==> config.mk <==
export PLATFORM = sky130hd
export DESIGN_NAME = ets_res_q
export DESIGN_NICKNAME = d
export VERILOG_FILES = /design/src/sv/ets_pkg.sv /design/src/sv/ets_res_q.sv
export SDC_FILE = /design/constraint.sdc
export NUM_CORES = 1
export LEC_CHECK = 0
export BUFFER_PORTS_ARGS = -buffer_cell sky130_fd_sc_hd__buf_2
export CORE_ASPECT_RATIO = 1.75
export CORE_MARGIN = 2
export CORE_UTILIZATION = 61
export DETAILED_ROUTE_END_ITERATION = 7
export PLACE_DENSITY = 0.84
export SYNTH_ARGS = -nofsm -noshare
export SYNTH_HDL_FRONTEND = slang
export SYNTH_SLANG_ARGS = --single-unit
==> constraint.sdc <==
create_clock -name clk_i -period 6.32 [get_ports clk_i]
set_clock_uncertainty 0.05 [all_clocks]
set_input_delay 0 -clock clk_i [delete_from_list [all_inputs] [get_ports clk_i]]
set_output_delay 0 -clock clk_i [all_outputs]
set_load 0.01 [all_outputs]
==> src/sv/ets_pkg.sv <==
// Shared types and constants of the tween slot engine.
package ets_pkg;

  localparam int unsigned VIDW      = 6;
  localparam int unsigned CMD_DEPTH = 2;
  localparam int unsigned RES_DEPTH = 4;
  localparam int unsigned DIV_STEPS = 16;

  localparam logic [16:0] Q_ONE = 17'h10000;
  localparam logic [17:0] Q_TWO = 18'h20000;

  // operation codes on the input port
  localparam logic [2:0] OPC_SET    = 3'd0;
  localparam logic [2:0] OPC_ADD    = 3'd1;
  localparam logic [2:0] OPC_CANCEL = 3'd2;
  localparam logic [2:0] OPC_TICK   = 3'd3;
  localparam logic [2:0] OPC_QUERY  = 3'd4;

  // easing curve codes
  localparam logic [3:0] CRV_LINEAR    = 4'd0;
  localparam logic [3:0] CRV_QUAD_IN   = 4'd1;
  localparam logic [3:0] CRV_QUAD_OUT  = 4'd2;
  localparam logic [3:0] CRV_QUAD_IO   = 4'd3;
  localparam logic [3:0] CRV_CUBIC_IN  = 4'd4;
  localparam logic [3:0] CRV_CUBIC_OUT = 4'd5;
  localparam logic [3:0] CRV_QUART_IN  = 4'd6;
  localparam logic [3:0] CRV_QUART_OUT = 4'd7;
  localparam logic [3:0] CRV_SMOOTH    = 4'd8;

  typedef enum logic [2:0] {
    OP_SET, OP_ADD, OP_CANCEL, OP_TICK, OP_QUERY, OP_NOP
  } op_e;

  typedef enum logic [1:0] {
    KIND_STATUS, KIND_UPDATE, KIND_DONE, KIND_QUIET
  } kind_e;

  typedef enum logic [4:0] {
    ST_CLEAR, ST_IDLE, ST_PREP, ST_DROP, ST_ADD, ST_QUERY, ST_DONE, ST_FLUSH,
    ST_TCHK, ST_TORG, ST_TEL, ST_TDIV, ST_TEINI, ST_TMUL, ST_TBL, ST_TSUM, ST_TWR
  } state_e;

  typedef struct packed {
    op_e                op;
    logic [31:0]        now;
    logic [VIDW-1:0]    var_id;
    logic signed [31:0] value;
    logic [31:0]        span;
    logic [31:0]        begin_t;
    logic               started;
    logic [7:0]         mode;
    logic               repl;
  } cmd_t;

  typedef struct packed {
    kind_e              kind;
    logic [VIDW-1:0]    var_id;
    logic signed [31:0] value;
    logic               busy;
    logic [31:0]        rem;
    logic               status;
    logic               last;
  } res_t;

  typedef struct packed {
    logic        start;
    logic [31:0] num;
    logic [31:0] den;
  } div_req_t;

  typedef struct packed {
    logic        done;
    logic [15:0] quot;
  } div_rsp_t;

endpackage

==> src/sv/ets_res_q.sv <==
// Result queue between the sequencer and the output ports.
module ets_res_q (
  input  logic          clk_i,
  input  logic          rst_ni,
  input  logic          push_i,
  input  ets_pkg::res_t data_i,
  output logic          full_o,
  output logic          empty_o,
  input  logic          pop_i,
  output ets_pkg::res_t data_o
);

  localparam int unsigned PW = (ets_pkg::RES_DEPTH > 1) ? $clog2(ets_pkg::RES_DEPTH) : 1;
  localparam int unsigned NW = $clog2(ets_pkg::RES_DEPTH + 1);

  ets_pkg::res_t q_q [ets_pkg::RES_DEPTH];
  logic [PW-1:0] wptr_q, rptr_q;
  logic [NW-1:0] cnt_q;
  logic          wr, rd;

  assign full_o  = (cnt_q == NW'(ets_pkg::RES_DEPTH));
  assign empty_o = (cnt_q == '0);
  assign data_o  = q_q[rptr_q];
  assign wr      = push_i && !full_o;
  assign rd      = pop_i && !empty_o;

  always_ff @(posedge clk_i) begin
    if (wr) q_q[wptr_q] <= data_i;
  end

  always_ff @(posedge clk_i or negedge rst_ni) begin
    if (!rst_ni) begin
      wptr_q <= '0;
      rptr_q <= '0;
      cnt_q  <= '0;
    end else begin
      if (wr) wptr_q <= (wptr_q == PW'(ets_pkg::RES_DEPTH - 1)) ? '0 : wptr_q + 1'b1;
      if (rd) rptr_q <= (rptr_q == PW'(ets_pkg::RES_DEPTH - 1)) ? '0 : rptr_q + 1'b1;
      cnt_q <= cnt_q + NW'(wr) - NW'(rd);
    end
  end

endmodule

After elaboration in Yosys (flattened, before gate mapping):

Memories as Yosys holds them, arrays and structs flattened.
Cells that the tools add are included.

* output and inout bits: 77
* register bits: 7
* RAM bits: 300
* logic and storage cells: 20
* input bits: 79
* memories kept: 1

Memories
* q_q: depth 4, width 75, read ports 1, clocked after memory_dff 0, wr ports 1, line ets_res_q.sv:16 `ets_pkg::res_t q_q [ets_pkg::RES_DEPTH];`

* add/subtract/negate cells: 4
* reduce and logical (&&, ||, !) cells: 5
* multiplexer cells: 4
* eq/ne operators: 3

Operators by type and width (count)
* adder 2 x 1 -> 2 bit, second input constant: 2
* == test 2 bit, second input constant: 2
* two-way mux 2 bit: 2
* adder 3 x 1 -> 3 bit: 1
* == test 3 bit, second input constant: 1
* logical NOT 3 bit: 1
* subtractor 3 x 1 -> 3 bit: 1
* logical AND 1 bit: 2
* logical NOT 1 bit: 2
* two-way mux 1 bit: 2

Depth between registers and ports, before layout:

Gate-level depths: netlist (run 1).

* word-level depth: 5
* depth in mapped cells: 9
* depth with buffers taken out: 9

Least setup slack after synthesis (run 1):

OpenSTA, ideal clock, no wires.

* path kind: register -> register
* start: register cnt_q[2]
* end: memory q_q[0][0] (netlist bit), enable pin
* stages on the path, launching flop included: 4
* setup time: 0.441 ns
* required time: 5.829 ns
* period minus slack after synthesis: 3.138 ns
* setup slack: 3.182 ns
* buffers on the path: 0
* arrival: 2.647 ns
* cells stage by stage: dfrtp_1 > nor3b_2 > nor2b_1 > and2_1

* cells in the longest elaborated chain, start to end: 5

RTL lines
* start, declared: line ets_res_q.sv:18 `logic [NW-1:0] cnt_q;`
* start signal, assigned: line ets_res_q.sv:39 `cnt_q <= cnt_q + NW'(wr) - NW'(rd);`
* == test 3 bit: line ets_res_q.sv:21 `assign full_o = (cnt_q == NW'(ets_pkg::RES_DEPTH));`
* net full_o: line ets_res_q.sv:7 `output logic full_o,`
* logical NOT 1 bit: line ets_res_q.sv:24 `assign wr = push_i && !full_o;`
* logical AND 1 bit: line ets_res_q.sv:24
* two-way mux 1 bit: line ets_res_q.sv:28 `if (wr) q_q[wptr_q] <= data_i;`
* two-way mux 1 bit (not written as such): line ets_res_q.sv:28
* end, declared: line ets_res_q.sv:16

The timed path passes the listed nets, and every way through them passes these cells.

==> impl_metrics.ini, run 1 <==
[run_status]
status = completed

[power]
ir_worst_vdd_mv = 0.450
power.density_mw_per_mm2 = 446
p_leak_uw = 0.00481

[hold_path]
hold_path_depth = 2
hold_class = in -> reg

[floorplan]
die_w_um = 107
start_util_pct = 62.5
core.rowCount = 65
die-area_sq_mm = 0.0196
core_sq_mm = 0.0181
fp.dieH_um = 184
ios = 156

[worst_setup_path]
critPathMaxStageDelay_ns = 0.88
crit_type = reg -> out
startpoint_type = flip-flop
path_cells = buf_4 -> mux4_2 -> buf_2
cp.buffers_inverters = 2
cp-end-kind = primary output
r2r_cells = 4
cp_data_arrival_time_ns = 2.99
slowest_stage = dfrtp_4
critical_path.max_fanout = 41
crit_family = buffers and inverters
worstSetupPathDepth = 3
critPathRequiredTime_ns = 6.27

[detailed_routing]
drc_errors = 0
m1WireLength_mm = 7.64
wl_met2_mm = 12.0
top_layer_used = met4
drt_iter0_markers = 288
dr.pass1.iters = 4
drt-wirelength-per-cell_um = 23.0
routed-wl-met3_mm = 1.10
wirelength_mm = 21.4
viasPerCell = 5.69
via_count = 5301
drtAntennaViolNets = 0

[global_routing]
grtUsageTotal_pct = 22.4
grt_max_degree = 78
overflow = 0
antenna_found_initial = 2
grt_pass1_vias = 5772
grt_pass1_wl_mm = 32.5

[timing]
setup_viol = 0
finalWorstSetupSlack_ns = 3.28
max_slew_margin_pct = 23.3
finalMaxSlewViolations = 0
fin_tns_setup_ns = 0
timing.final.crit_share_pct = 48.2
fmax_ghz = 0.329
worst_slew_pin_slew_ns = 1.15
fin_hold_ws_ns = 0.185
final_hold_viol_count = 0
rsz0062_at_grt = false
finalCriticalPeriod_ns = 3.04

[logic_synthesis]
synth_area_sq_mm = 0.0113
synth_top_area_share_pct = 79.8
yosysSeqAreaShare_pct = 81.4
synth_area_leader_cell = edfxtp_1
synth_top_family_by_area = multiplexers
synth_area_per_cell_sq_um = 26.2
synth_compound_area_share_pct = 0.0554
synth-simple-area-share_pct = 0.588
netlist_instances = 431
syn_nets = 518
synth-seq-cells = 307
synth_mux_area_share_pct = 15.3
synth_fa_ha_area_share_pct = 0.954
synthXorXnorAreaFrac_pct = 0.155
ys_types = 22
ys_top_cells_by_area = edfxtp_1, mux4_2, dfrtp_1
ys_warn_count = 0

[clock_tree]
cts_buffer_depth = 3
numCtsBuffers = 25
hold_buffers = 79
cts_resized = 0
clk_pin_slew_ns = 0.07
cts_root_buf = clkbuf_16
clock_latency_ns = 0.51
cts_sinks = 307
cts_tree = built
post_cts_buffers = 0
h-tree-depth = 1

[placement]
port_buffers = 155
gp_congestion = 0.722
dp_hpwl_mm = 12.3
preCtsSetupSlack_ns = 3.70

[layout]
nFillCells = 983
drive_above_1_share_pct = 40.1
utilization_pct = 76.8
final_cell_mix = edfxtp_1, buf_2, dlygate4sd3_1
areaGrowthSynthToFinish_pct = 22.8
nets = 764
layout_commonest_cell = edfxtp_1

[flow_run]
drv_cap = 0
report_power, final:
part | total (uW) | switching (uW) | internal, uW
registers | 2960 | 272 | 2690
clock network | 1560 | 652 | 904
logic | 1660 | 827 | 830
total | 6180 | 1750 | 4430
cells in the mapped netlist:
| cell | n |
|---|---|
| nor2b_1 | 1 |
| o22ai_1 | 1 |
| buf_2 | 5 |
| mux4_2 | 75 |
| nor3_1 | 1 |
| edfxtp_1 | 300 |
| inv_1 | 7 |
| nand2_1 | 1 |
| nor2_1 | 2 |
| mux2_2 | 3 |
| ha_1 | 7 |
| dfrtp_1 | 7 |
| fa_1 | 1 |
| and2_1 | 4 |
| nand2b_1 | 1 |
| buf_4 | 4 |
| nor3b_2 | 1 |
| buf_8 | 1 |
| xnor2_1 | 2 |
| buf_12 | 3 |
| buf_1 | 3 |
| buf_6 | 1 |
logic make-up (layout without fill, tap and decap cells):
family | Yosys count | in the layout
AND/OR/NAND/NOR | 11 | 11
AO/OA/AOI/OAI | 1 | 1
adder cells (fa/ha/maj) | 8 | 8
multiplexers | 78 | 78
XOR/XNOR | 2 | 2
buffers and inverters | 24 | 288
flip-flops | 307 | 307
other | 0 | 2
registers in the layout (all words and copies together), names as in the netlist:
register	flops
rptr_q	2
wptr_q	2
q_q	300
cnt_q	3
through the flow:
step,power (uW),cells,area (sq um)
floorplan,4060,431,11300
finish,6180,931,13900
CTS,6250,929,13900
detailed placement,4640,805,12200
global route,6440,931,13900
global placement,4570,805,12200
final cells by class:
cell class                 count  area (sq um)  area share (%)
timing repair buffer         236          1580            11.4
clock buffer                  31           658            4.75
antenna                        2          5.00          0.0361
tap                          234           293            2.11
clock inverter                14           174            1.25
inverter                       7          26.3           0.190
sequential                   307          9190            66.3
multi-input combinational    100          1930            13.9
metal layers:
| layer | vias up | global-route usage (%) |
|---|---|---|
| li1 | 2328 | - |
| met1 | 2742 | 27.0 |
| met2 | 187 | 40.4 |
| met3 | 44 | 3.72 |
| met4 | 0 | 8.10 |
| met5 | - | 0 |
worst paths after layout:
path,startpoint,endpoint,slack [ns]
max in group asynchronous,rst_ni,rptr_q[0],5.48
hold / removal,data_i[17],q_q[1][17],0.18
hold reg to reg,cnt_q[0],cnt_q[0],0.56
setup / recovery,rptr_q[0],data_o[68],3.28
min in group asynchronous,rst_ni,cnt_q[2],0.44
setup reg to reg,cnt_q[2],q_q[3][13],3.70
Power figures use the tool's default switching activity.
==> inputs of run 2 (changes only) <==
--- a/config.mk
+++ b/config.mk
@@ -8,9 +8,9 @@
 export BUFFER_PORTS_ARGS = -buffer_cell sky130_fd_sc_hd__buf_2
 export CORE_ASPECT_RATIO = 1.75
 export CORE_MARGIN = 2
-export CORE_UTILIZATION = 61
+export CORE_UTILIZATION = 51
 export DETAILED_ROUTE_END_ITERATION = 7
-export PLACE_DENSITY = 0.84
+export PLACE_DENSITY = 0.75
 export SYNTH_ARGS = -nofsm -noshare
 export SYNTH_HDL_FRONTEND = slang
 export SYNTH_SLANG_ARGS = --single-unit
==> constraint.sdc (replaced) <==
create_clock -name clk_i -period 2.75 [get_ports clk_i]
set_clock_uncertainty 0.05 [all_clocks]
set_input_delay 0 -clock clk_i [delete_from_list [all_inputs] [get_ports clk_i]]
set_output_delay 0 -clock clk_i [all_outputs]
set_load 0.01 [all_outputs]
==> run 2 against run 1 <==
- power grew 130%
- first-iteration DRC count grew 38%
- utilization shrank 12 points
- sequential share of layout area shrank 1.2 points
- flip-flop and latch count is the same
- via count grew 1.4%
- non-clock buffer count grew 11
- die area grew 19%
- critical path depth is the same
- cell count grew 8.3%
- hold slack lost 0.011 ns
- largest power group unchanged
==> impl_metrics.ini, run 2 (same netlist as run 1, synthesis figures left out) <==
[run_status]
status = completed

[timing]
final_hold_viol_count = 0
fin_hold_ws_ns = 0.174
worst_slew_pin_slew_ns = 0.780
finalMaxSlewViolations = 0
finalCriticalPeriod_ns = 2.50
timing.final.crit_share_pct = 90.9
rsz0062_at_grt = false
setup_viol = 0
max_slew_margin_pct = 48.0
fmax_ghz = 0.400
fin_tns_setup_ns = 0

[layout]
multiInputGateArea_sq_mm = 0.00193
nFillCells = 1439
nets = 777
largestRegisters = q_q (300), cnt_q (3)
fin_area_sq_mm = 0.0141
fin_cells = 1008
utilization_pct = 64.4
areaGrowthSynthToFinish_pct = 25.0
final_cell_mix = edfxtp_1, buf_2, dlygate4sd3_1
drive_above_1_share_pct = 41.1
layout_commonest_cell = edfxtp_1
max_flop_register = q_q
largest_reg_flops = 300
seq_area_sq_mm = 0.00919

[hold_path]
hold_start = data_i[68]
hold_path_depth = 2
hold_class = in -> reg
hold-path-endpoint = q_q[0][68]

[worst_setup_path]
path_cells = buf_4 -> mux4_2 -> buf_2
cp-end-kind = primary output
crit_family = flip-flops
critPathRequiredTime_ns = 2.70
rr_endpoint = cnt_q[2]
r2r_cells = 10
cp.buffers_inverters = 2
crit_type = reg -> out
reg2reg_setup_slack_ns = 0.51
r2r_start = cnt_q[2]
critical_path.max_fanout = 29
crit_start = rptr_q[0]
startpoint_type = flip-flop
critPathMaxStageDelay_ns = 0.82
cp_data_arrival_time_ns = 2.45
slowest_stage = dfrtp_4

[floorplan]
die_w_um = 116
die-area_sq_mm = 0.0234
core_sq_mm = 0.0219
core.rowCount = 72
ios = 156
start_util_pct = 51.5
fp.dieH_um = 201

[clock_tree]
clk_pin_slew_ns = 0.07
cts_resized = 0
cts_sinks = 307
numCtsBuffers = 27
cts_buffer_depth = 3
hold_buffers = 79
cts_tree = built
cts_root_buf = clkbuf_16
clock_latency_ns = 0.53
post_cts_buffers = 0
h-tree-depth = 1

[power]
power.density_mw_per_mm2 = 1020
p_leak_uw = 0.00488
ir_worst_vdd_mv = 1.93

[flow_run]
drv_cap = 0

[placement]
port_buffers = 155
dpl-instance-area_sq_mm = 0.0125
gp_congestion = 0.694
placed_cells = 878
dp_hpwl_mm = 12.0

[detailed_routing]
viasPerCell = 5.33
drtAntennaViolNets = 0
via_count = 5375
drt-wirelength-per-cell_um = 21.0
drc_errors = 0
wirelength_mm = 21.1
dr.pass1.iters = 4
drt_iter0_markers = 396

[global_routing]
antenna_found_initial = 1
grt_max_degree = 76
overflow = 0
grt_pass1_wl_mm = 32.6
grtUsageTotal_pct = 18.6
grt_pass1_vias = 6097
==> run 2: area by class of cell <==
type | instances | area share [%]
diodes | 1 | 0.0177
clock buffers | 33 | 4.95
clock inverters | 17 | 1.05
inverters | 7 | 0.186
multi-input cells | 100 | 13.7
flip-flops and latches | 307 | 65.2
well taps | 296 | 2.63
repair buffers | 247 | 12.3
==> run 2: how the worst max path moves through the flow <==
stage	to	cells past startpoint	slack (ns)
after floorplan	q_q[0][0]	3	0.42
after global placement	cnt_q[2]	10	0.58
after detailed placement	cnt_q[2]	10	0.52
after CTS	data_o[70]	3	0.18
after global routing	data_o[70]	3	0.12
final	data_o[70]	3	0.25
==> run 2: where the power goes <==
part / switching (uW) / internal, uW / total [uW] / leakage, uW
Sequential: 508 / 6170 / 6670 / 0.00283
Clock: 1570 / 2010 / 3580 / 0.000405
Combinational: 2050 / 2050 / 4100 / 0.00165
Total: 4130 / 10200 / 14400 / 0.00488
==> run 2: layer usage <==
metal  track usage (%)  up-vias  part of all wire [%]
met5                 0        -                     0
met4              7.19        0                   3.1
met3              3.26       45                   5.4
met2              34.3      182                    56
met1              21.0     2782                    35
li1                  -     2366                     -
==> run 2: per-stage QoR <==
stage / total power, uW / worst slack, ns
floorplan: 9280 / 0.424
global placement: 10700 / 0.577
detailed placement: 10800 / 0.517
CTS: 14500 / 0.185
global route: 15000 / 0.123
finish: 14400 / 0.250
