File: src/sv/ets_pkg.sv
// Shared types and constants of the tween slot engine.
package ets_pkg;

  localparam int unsigned VIDW      = 6;
  localparam int unsigned CMD_DEPTH = 2;
  localparam int unsigned RES_DEPTH = 4;
  localparam int unsigned DIV_STEPS = 16;

  localparam logic [16:0] Q_ONE = 17'h10000;
  localparam logic [17:0] Q_TWO = 18'h20000;

  // operation codes on the input port
  localparam logic [2:0] OPC_SET    = 3'd0;
  localparam logic [2:0] OPC_ADD    = 3'd1;
  localparam logic [2:0] OPC_CANCEL = 3'd2;
  localparam logic [2:0] OPC_TICK   = 3'd3;
  localparam logic [2:0] OPC_QUERY  = 3'd4;

  // easing curve codes
  localparam logic [3:0] CRV_LINEAR    = 4'd0;
  localparam logic [3:0] CRV_QUAD_IN   = 4'd1;
  localparam logic [3:0] CRV_QUAD_OUT  = 4'd2;
  localparam logic [3:0] CRV_QUAD_IO   = 4'd3;
  localparam logic [3:0] CRV_CUBIC_IN  = 4'd4;
  localparam logic [3:0] CRV_CUBIC_OUT = 4'd5;
  localparam logic [3:0] CRV_QUART_IN  = 4'd6;
  localparam logic [3:0] CRV_QUART_OUT = 4'd7;
  localparam logic [3:0] CRV_SMOOTH    = 4'd8;

  typedef enum logic [2:0] {
    OP_SET, OP_ADD, OP_CANCEL, OP_TICK, OP_QUERY, OP_NOP
  } op_e;

  typedef enum logic [1:0] {
    KIND_STATUS, KIND_UPDATE, KIND_DONE, KIND_QUIET
  } kind_e;

  typedef enum logic [4:0] {
    ST_CLEAR, ST_IDLE, ST_PREP, ST_DROP, ST_ADD, ST_QUERY, ST_DONE, ST_FLUSH,
    ST_TCHK, ST_TORG, ST_TEL, ST_TDIV, ST_TEINI, ST_TMUL, ST_TBL, ST_TSUM, ST_TWR
  } state_e;

  typedef struct packed {
    op_e                op;
    logic [31:0]        now;
    logic [VIDW-1:0]    var_id;
    logic signed [31:0] value;
    logic [31:0]        span;
    logic [31:0]        begin_t;
    logic               started;
    logic [7:0]         mode;
    logic               repl;
  } cmd_t;

  typedef struct packed {
    kind_e              kind;
    logic [VIDW-1:0]    var_id;
    logic signed [31:0] value;
    logic               busy;
    logic [31:0]        rem;
    logic               status;
    logic               last;
  } res_t;

  typedef struct packed {
    logic        start;
    logic [31:0] num;
    logic [31:0] den;
  } div_req_t;

  typedef struct packed {
    logic        done;
    logic [15:0] quot;
  } div_rsp_t;

endpackage

File: src/sv/ets_div.sv
// Radix-2 restoring divider giving the 16-bit progress fraction.
module ets_div (
  input  logic              clk_i,
  input  logic              rst_ni,
  input  ets_pkg::div_req_t req_i,
  output ets_pkg::div_rsp_t rsp_o
);

  logic        busy_q, done_q;
  logic [3:0]  cnt_q;
  logic [31:0] rem_q, den_q;
  logic [15:0] quo_q;
  logic [32:0] r2;
  logic        ge;

  assign r2 = {rem_q, 1'b0};
  assign ge = (r2 >= {1'b0, den_q});

  always_ff @(posedge clk_i) begin
    if (req_i.start) begin
      rem_q <= req_i.num;
      den_q <= req_i.den;
    end else if (busy_q) begin
      // remainder stays below the divisor
      rem_q <= ge ? 32'(r2 - {1'b0, den_q}) : r2[31:0];
      quo_q <= {quo_q[14:0], ge};
    end
  end

  always_ff @(posedge clk_i or negedge rst_ni) begin
    if (!rst_ni) begin
      busy_q <= 1'b0;
      done_q <= 1'b0;
      cnt_q  <= '0;
    end else begin
      done_q <= 1'b0;
      if (req_i.start) begin
        busy_q <= 1'b1;
        cnt_q  <= '0;
      end else if (busy_q) begin
        cnt_q <= cnt_q + 1'b1;
        if (cnt_q == 4'(ets_pkg::DIV_STEPS - 1)) begin
          busy_q <= 1'b0;
          done_q <= 1'b1;
        end
      end
    end
  end

  assign rsp_o.done = done_q;
  assign rsp_o.quot = quo_q;

endmodule

File: config.mk
export PLATFORM = sky130hd
export DESIGN_NAME = ets_div
export DESIGN_NICKNAME = d
export VERILOG_FILES = /design/src/sv/ets_pkg.sv /design/src/sv/ets_div.sv
export SDC_FILE = /design/constraint.sdc
export NUM_CORES = 1
export LEC_CHECK = 0
export BUFFER_PORTS_ARGS = -buffer_cell sky130_fd_sc_hd__buf_2
export CORE_UTILIZATION = 62
export CTS_CLUSTER_SIZE = 24
export DETAILED_ROUTE_END_ITERATION = 12
export PLACE_DENSITY = 0.95
export SYNTH_ARGS = -nofsm -noshare
export SYNTH_HDL_FRONTEND = slang
export SYNTH_SLANG_ARGS = --single-unit
File: constraint.sdc
create_clock -name clk_i -period 7.3 [get_ports clk_i]
set_clock_uncertainty 0.15 [all_clocks]
set_input_delay 0 -clock clk_i [delete_from_list [all_inputs] [get_ports clk_i]]
set_output_delay 0 -clock clk_i [all_outputs]
set_load 0.1 [all_outputs]
After elaboration in Yosys (flattened, before gate mapping)
Cells that the tools add are included. Widths: inputs -> output; s select.

Register bits: 86. Bits of input ports: 67. Output and inout port bits: 17. Logic and storage cells: 24.

Add/sub/neg operators: 2. Magnitude comparators: 1. Equality and inequality tests: 1. Mux-type cells: 11. Bitwise gates (word level): 1. Reductions and logical operators: 2.

Operators with widths (count): $mux 32 (3); $ge 33x32->1 (1); $sub 32x32->32 (1); $mux 4 (2); $mux 1 (6); $add 4x1->4 const B (1); $eq 4x4->1 const B (1); $reduce_and 2->1 (1); $reduce_bool 2->1 (1); $not 1->1 (1).

Depth between registers and ports, before layout
Gate-level depths: netlist of run 1.

Word-level depth: 4. Depth in mapped cells: 14. Mapped depth without buffers: 11.

Least setup slack after synthesis of run 1
No wires, ideal clock.

Path type: register to register. From: register rem_q[20]. To: register rem_q[10] (data pin). Setup time: 0.260 ns. Arrival time: 2.606 ns. Data required time: 6.890 ns. Setup slack: 4.284 ns. Cell stages (with the launch flop): 13. Path buffers: 2. Clock period less this slack: 3.016 ns. Cell sequence: edfxtp_1 ha_1 clkbuf_1 and4_4 and3_1 a22oi_2 o2bb2ai_1 a21oi_2 a21oi_4 inv_2 buf_6 mux2_1 mux2_2.

Word-level cells in the longest chain between the ends: 4.

RTL lines: from (decl) (line ets_div.sv:11) `logic [31:0] rem_q, den_q;`; from (signal assigned) (line ets_div.sv:21) `rem_q <= req_i.num;`; from (signal assigned) (line ets_div.sv:25) `rem_q <= ge ? 32'(r2 - {1'b0, den_q}) : r2[31:0];`; $ge 33x32->1 (line ets_div.sv:17) `assign ge = (r2 >= {1'b0, den_q});`; $mux 32 (line ets_div.sv:25); $mux 32 (line ets_div.sv:23) `end else if (busy_q) begin`; $mux 32 (line ets_div.sv:20) `if (req_i.start) begin`.

Every way passes these cells. The select of a mux whose other input is x is not followed. A chain may end at the register's enable or synchronous reset.

Final worst setup path of run 1
From: register rem_q[19]. To: register rem_q[11] (data pin).

The elaborated chain is that of the path after synthesis.

==> out/results.ini, run 1 <==
[drt]
vias=4583
drt_iter0_drc=388
wirelength_mm=13.7
viasPerCell=6.02
drc=0
routedWlPerCell_um=18.0
detail_route.first_pass.iterations=5
final_antenna_net_count=0

[cts]
worstSkewPairLatency_ns=0.36
clk_pin_slew_worst_paths_ns=0.09
cts_tree=built
cts_setup_buffers=0
clock-sinks=86
h-tree-depth=3
root_buffer=clkbuf_8
cts_buffers=9
clockBufferDepth=2

[yosys]
netlist_area_sq_um=5450
synth-seq-cells=86
syn_avg_cell_area_sq_um=10.7
synth_ff_type=edfxtp_1
async_flop_share_pct=6.98
yosysSeqAreaShare_pct=46.9
yosysWarnings=0
synth-edff-count=80
syn_nets=611
synth_cell_types=62
netlist_instances=510

[pwr]
power_density_nw_per_um2=376
power_frac_comb_pct=56.8
p_sw_mw=1.09
power_mw=2.54
clock_power_share_pct=13.3
sequentialPowerShare_pct=29.9
ir_worst_vdd_mv=0.216
swShare_pct=42.9
p_int_mw=1.45
power.leakage_nw=2.84

[global_routing]
grt_max_degree=54
antenna_found_initial=0
grt_pass1_vias=4747
overflow=0
grt_pass1_wl_mm=22.0
track_usage_pct=31.8

[sta]
maxSlewHeadroom_pct=43.4
slew_viol_final=0
fmax_ghz=0.258
layout_min_cycle_time_ns=3.87
fin_tns_setup_ns=0
hold_viol=0
fin_ws_ns=3.43
worstMarginPinSlew_ns=0.849
grt_setup_unrepaired=false
holdWs_ns=0.0398
timing.final.crit_share_pct=53.0
setup_viol=0

[outcome]
status=finished clean

[cells_and_area]
area_growth_syn_to_layout_pct=23.9
fin_nets=752
num_antenna_cells=0
drive_gt1_share_pct=20.3
fin_util_pct=80.9

[flow_run]
max_cap_violations=0

[worst_setup_path]
worst_path_dominant_cell_family=compound AO/OA/AOI/OAI gates
crit_arrival_ns=3.83
worstPathRequired_ns=7.26
critPathMaxFanout=31
cp-start-kind=register
slowest_stage=a21oi_4
cp_cell_sequence=ha_1, a21oi_1, o21ai_1, a22oi_2, o2bb2ai_1, a21oi_2, a21oi_4, inv_2, mux2_1, mux2_2
r2r_start=rem_q[19]$_DFFE_PP_
critical_path.startpoint=rem_q[19]$_DFFE_PP_
slowest_delay_ns=0.51
crit_buf_inv=1
cp-end-kind=register
path_class=reg -> reg

[die]
die_area_sq_um=9170
die_w_um=95.7
core_area_sq_um=8340
ioPinCount=84
die-height_um=95.7
num_rows=33
start_util_pct=65.3

[placed_design]
dpl_worst_slack_ns=3.56
dpl.hpwl_mm=8.85
routabilityCongestion=0.893
io_buffers=83

[worst_hold_path]
hold_start=req_i[58]
min_path_type=in -> reg

==> cells by family after synthesis <==
family	count (synthesis)	share of synthesized area, %
xor+xnor	22	3.54
mux	40	8.15
simple gates	133	12.8
fa+ha+maj	34	7.95
flops	86	46.9
buf+inv	64	4.96
compound gates	131	15.8
==> metrics by stage <==
stage / cell area [sq um] / instances
2_1_floorplan: 5450 / 510
3_3_place_gp: 5900 / 680
3_5_place_dp: 5900 / 680
4_1_cts: 6750 / 761
5_1_grt: 6750 / 761
6_report: 6750 / 761
==> synth_stat cells, types with 4 or more instances <==
library cell | number | area share [%]
nand3_1 | 12 | 1.1
o21bai_1 | 4 | 0.55
clkbuf_1 | 10 | 0.69
nand2_1 | 31 | 2.1
mux2i_1 | 5 | 0.92
a21o_1 | 13 | 1.8
dfrtp_1 | 6 | 2.8
o21ai_0 | 21 | 1.9
nor2_1 | 24 | 1.7
mux2_1 | 15 | 3.1
ha_1 | 33 | 7.6
a31oi_1 | 4 | 0.46
buf_2 | 5 | 0.46
edfxtp_1 | 80 | 44
nor2b_1 | 17 | 2.0
o211ai_1 | 6 | 0.83
or3_1 | 5 | 0.57
xnor2_1 | 14 | 2.3
xor2_1 | 8 | 1.3
a21boi_0 | 4 | 0.55
o31ai_1 | 5 | 0.69
and3_1 | 5 | 0.57
a21oi_1 | 45 | 4.1
nand2b_1 | 4 | 0.46
nor3_1 | 9 | 0.83
nand4_1 | 8 | 0.92
mux2_2 | 20 | 4.1
o21a_1 | 4 | 0.55
inv_1 | 43 | 3.0
==> power groups by stage <==
stage | Combinational [mW] | Sequential (mW) | Clock [mW]
finish | 1.44 | 0.760 | 0.338
global route | 1.57 | 0.771 | 0.357
CTS | 1.40 | 0.754 | 0.336
detailed placement | 1.36 | 0.764 | 0
global placement | 1.31 | 0.757 | 0
floorplan | 1.05 | 0.798 | 0
==> routing by layer <==
layer  global-route usage, %  part of all wire (%)  vias up
met5                       0                     0        -
met1                    37.6                    40     2155
met4                    12.1                   2.7        0
li1                        -                     -     2163
met2                    58.0                    52      227
met3                    4.74                   5.9       38
==> sequential cells by signal, indices dropped and copies added, names as in the netlist <==
name and cells:
rem_q 32, busy_q 1, cnt_q 4, done_q 1, quo_q 16, den_q 32
==> area by class of cell <==
cell class / count / area [sq um]
tap: 105 / 131
inverter: 44 / 165
sequential: 86 / 2550
clock buffer: 11 / 131
timing repair buffer: 150 / 1080
clock inverter: 5 / 61.3
fill: 522 / 1590
multi-input combinational: 360 / 2630
==> cells in the final DEF (no fill, tap or decap), drive strengths merged, types with 5 or more instances in the layout <==
master and n:
xor2 8, xnor2 14, nand3 12, o211ai 6, a21oi 48, nor3 9
ha 33, o31ai 5, a211oi 6, or3 5, dlygate4sd3 65, o21ai 25
buf 85, nand4 8, and3 5, dfrtp 6, mux2i 5, inv 44
mux2 35, edfxtp 80, nand2 31, nor2 24, nor2b 17, clkbuf 11
a21o 13
==> path summary, 6_finish.rpt <==
check | end | slack [ns] | cells after the start
worst min-delay path | rem_q[26]$_DFFE_PP_ | 0.04 | 4
worst max-delay path | rem_q[11]$_DFFE_PP_ | 3.43 | 10
worst max register to register | rem_q[11]$_DFFE_PP_ | 3.43 | 10
max in group asynchronous | cnt_q[3]$_DFFE_PN0P_ | 6.37 | 3
min in group asynchronous | cnt_q[2]$_DFFE_PN0P_ | 0.42 | 3
worst min register to register | quo_q[8]$_DFFE_PP_ | 0.30 | 0
==> worst reg2reg max path: stages (launching register included) <==
cell	delay (ns)
edfxtp_1	0.43
ha_1	0.41
a21oi_1	0.26
o21ai_1	0.18
a22oi_2	0.25
o2bb2ai_1	0.16
a21oi_2	0.10
a21oi_4	0.51
inv_2	0.46
mux2_1	0.45
mux2_2	0.28
==> timing repair <==
| item | CTS | global route |
|---|---|---|
| hold endpoints to repair | 69 | 0 |
| gates resized for setup | 0 | 0 |
| hold buffers | 65 | 0 |
Power figures use the tool's default switching activity.
==> run 2: changes to the inputs <==
--- a/config.mk
+++ b/config.mk
@@ -6,10 +6,10 @@
 export NUM_CORES = 1
 export LEC_CHECK = 0
 export BUFFER_PORTS_ARGS = -buffer_cell sky130_fd_sc_hd__buf_2
-export CORE_UTILIZATION = 62
+export CORE_UTILIZATION = 58
 export CTS_CLUSTER_SIZE = 24
 export DETAILED_ROUTE_END_ITERATION = 12
-export PLACE_DENSITY = 0.95
+export PLACE_DENSITY = 0.92
 export SYNTH_ARGS = -nofsm -noshare
 export SYNTH_HDL_FRONTEND = slang
 export SYNTH_SLANG_ARGS = --single-unit
==> constraint.sdc (replaced) <==
create_clock -name clk_i -period 3.7 [get_ports clk_i]
set_clock_uncertainty 0.15 [all_clocks]
set_input_delay 0 -clock clk_i [delete_from_list [all_inputs] [get_ports clk_i]]
set_output_delay 0 -clock clk_i [all_outputs]
set_load 0.1 [all_outputs]
==> out/results.ini, run 2 (synthesized netlist as in run 1, its figures left out) <==
[cts]
root_buffer=clkbuf_8
cts_setup_buffers=0
postCtsHoldBufs=67
worstSkewPairLatency_ns=0.37
cts_buffers=9
h-tree-depth=3
clk_pin_slew_worst_paths_ns=0.09
cts_tree=built
clock-sinks=86
clockBufferDepth=2
cts_resized=0

[placed_design]
routabilityCongestion=0.903
dpl.hpwl_mm=8.38
dpl_worst_slack_ns=0.389
io_buffers=83

[worst_setup_path]
rr_endpoint=rem_q[29]$_DFFE_PP_
path_class=reg -> reg
r2r_start=den_q[1]$_DFFE_PP_
cp-end-kind=register
reg2regPathDepth=12
cp-start-kind=register
r2r_slack_ns=0.31
worstPathRequired_ns=3.67
critPathMaxFanout=16
crit_arrival_ns=3.36

[global_routing]
overflow=0
met3_usage_pct=5.89
use_met2_pct=48.4
antenna_found_initial=0
grt_pass1_vias=4393
met1_usage_pct=33.9
grt_max_degree=73
grt_pass1_wl_mm=20.8
busiest_layer=met2
track_usage_pct=27.5

[die]
core_area_sq_um=8890
start_util_pct=61.3
die_area_sq_um=9780
die_w_um=98.9
num_rows=34
die-height_um=98.9
ioPinCount=84

[sta]
timing.final.crit_share_pct=91.6
layout_min_cycle_time_ns=3.39
grt_setup_unrepaired=false
slew_viol_final=0
maxSlewHeadroom_pct=44.0
worstMarginPinSlew_ns=0.840
fmax_ghz=0.295
fin_tns_setup_ns=0
hold_viol=0
setup_viol=0
fin_ws_ns=0.311

[worst_hold_path]
whs_path_depth=2
holdPathEnd=den_q[8]$_DFFE_PP_
min_path_type=in -> reg
hold_start=req_i[8]

[pwr]
power_density_nw_per_um2=726
power.leakage_nw=2.86
ir_worst_vdd_mv=0.494
power_mw=4.92

[drt]
final_antenna_net_count=0
vias=4413
drt_iter0_drc=312
detail_route.first_pass.iterations=7
routedWlPerCell_um=16.6
drc=0
wirelength_mm=12.8
viasPerCell=5.74

[cells_and_area]
fin_nets=757
drive_gt1_share_pct=20.9
top_regs=den_q (32), rem_q (32), quo_q (16)
area_growth_syn_to_layout_pct=24.5
num_antenna_cells=0
mostFrequentLayoutCell=buf_2
layout_common_cells=buf_2 (83), edfxtp_1 (80), dlygate4sd3_1 (67)
fillerInstances=575

[flow_run]
max_cap_violations=0

[outcome]
status=finished clean

==> run 2: worst max-delay path by stage <==
stage                        start             endpoint  slack (ns)  depth (start not counted)
2_1_floorplan  rem_q[20]$_DFFE_PP_  rem_q[10]$_DFFE_PP_        0.68                         12
3_3_place_gp    rem_q[0]$_DFFE_PP_  rem_q[21]$_DFFE_PP_        0.51                         11
3_5_place_dp    den_q[1]$_DFFE_PP_  rem_q[21]$_DFFE_PP_        0.39                         12
4_1_cts         den_q[1]$_DFFE_PP_   rem_q[6]$_DFFE_PP_        0.37                         12
5_1_grt         den_q[1]$_DFFE_PP_  rem_q[11]$_DFFE_PP_        0.20                         12
6_report        den_q[1]$_DFFE_PP_  rem_q[29]$_DFFE_PP_        0.31                         12
==> run 2: metrics by stage <==
stage	std cells	hold slack [ns]	utilization, %	cell area (sq um)
3_5_place_dp	686	-0.320	66.7	5930
3_3_place_gp	686	-0.327	66.7	5930
4_1_cts	769	0.170	76.3	6780
2_1_floorplan	510	-0.446	-	5450
5_1_grt	769	0.170	76.3	6780
6_report	769	0.186	76.3	6780
==> run 2: metal layers <==
layer | up-vias | routed length, um
met3 | 25 | 740
met1 | 2037 | 5460
met4 | 0 | 290
met2 | 173 | 6290
met5 | - | 0
li1 | 2178 | -
==> run 2: area by class of cell <==
type | count | area (sq um) | share of cell area, %
multi-input combinational | 360 | 2630 | 38.7
sequential | 86 | 2550 | 37.6
timing repair buffer | 155 | 1120 | 16.6
inverter | 44 | 165 | 2.43
clock buffer | 10 | 138 | 2.03
tap | 108 | 135 | 1.99
clock inverter | 6 | 43.8 | 0.646
==> run 2: worst max-delay path, cell delays in order (launching register included) <==
cell      delay [ns]
edfxtp_1        0.40
inv_1           0.06
ha_1            0.29
nor2b_1         0.20
o211ai_1        0.16
a211oi_2        0.38
o21ai_2         0.18
a21oi_2         0.27
a21oi_4         0.09
inv_2           0.06
buf_4           0.24
mux2_1          0.37
mux2_2          0.28
==> run 2: where the power goes <==
part | total, mW | switching [mW] | internal, mW | leakage (nW)
Clock | 0.615 | 0.350 | 0.266 | 0.0930
Combinational | 2.82 | 1.61 | 1.20 | 1.89
Sequential | 1.49 | 0.125 | 1.37 | 0.880
Total | 4.92 | 2.09 | 2.83 | 2.86
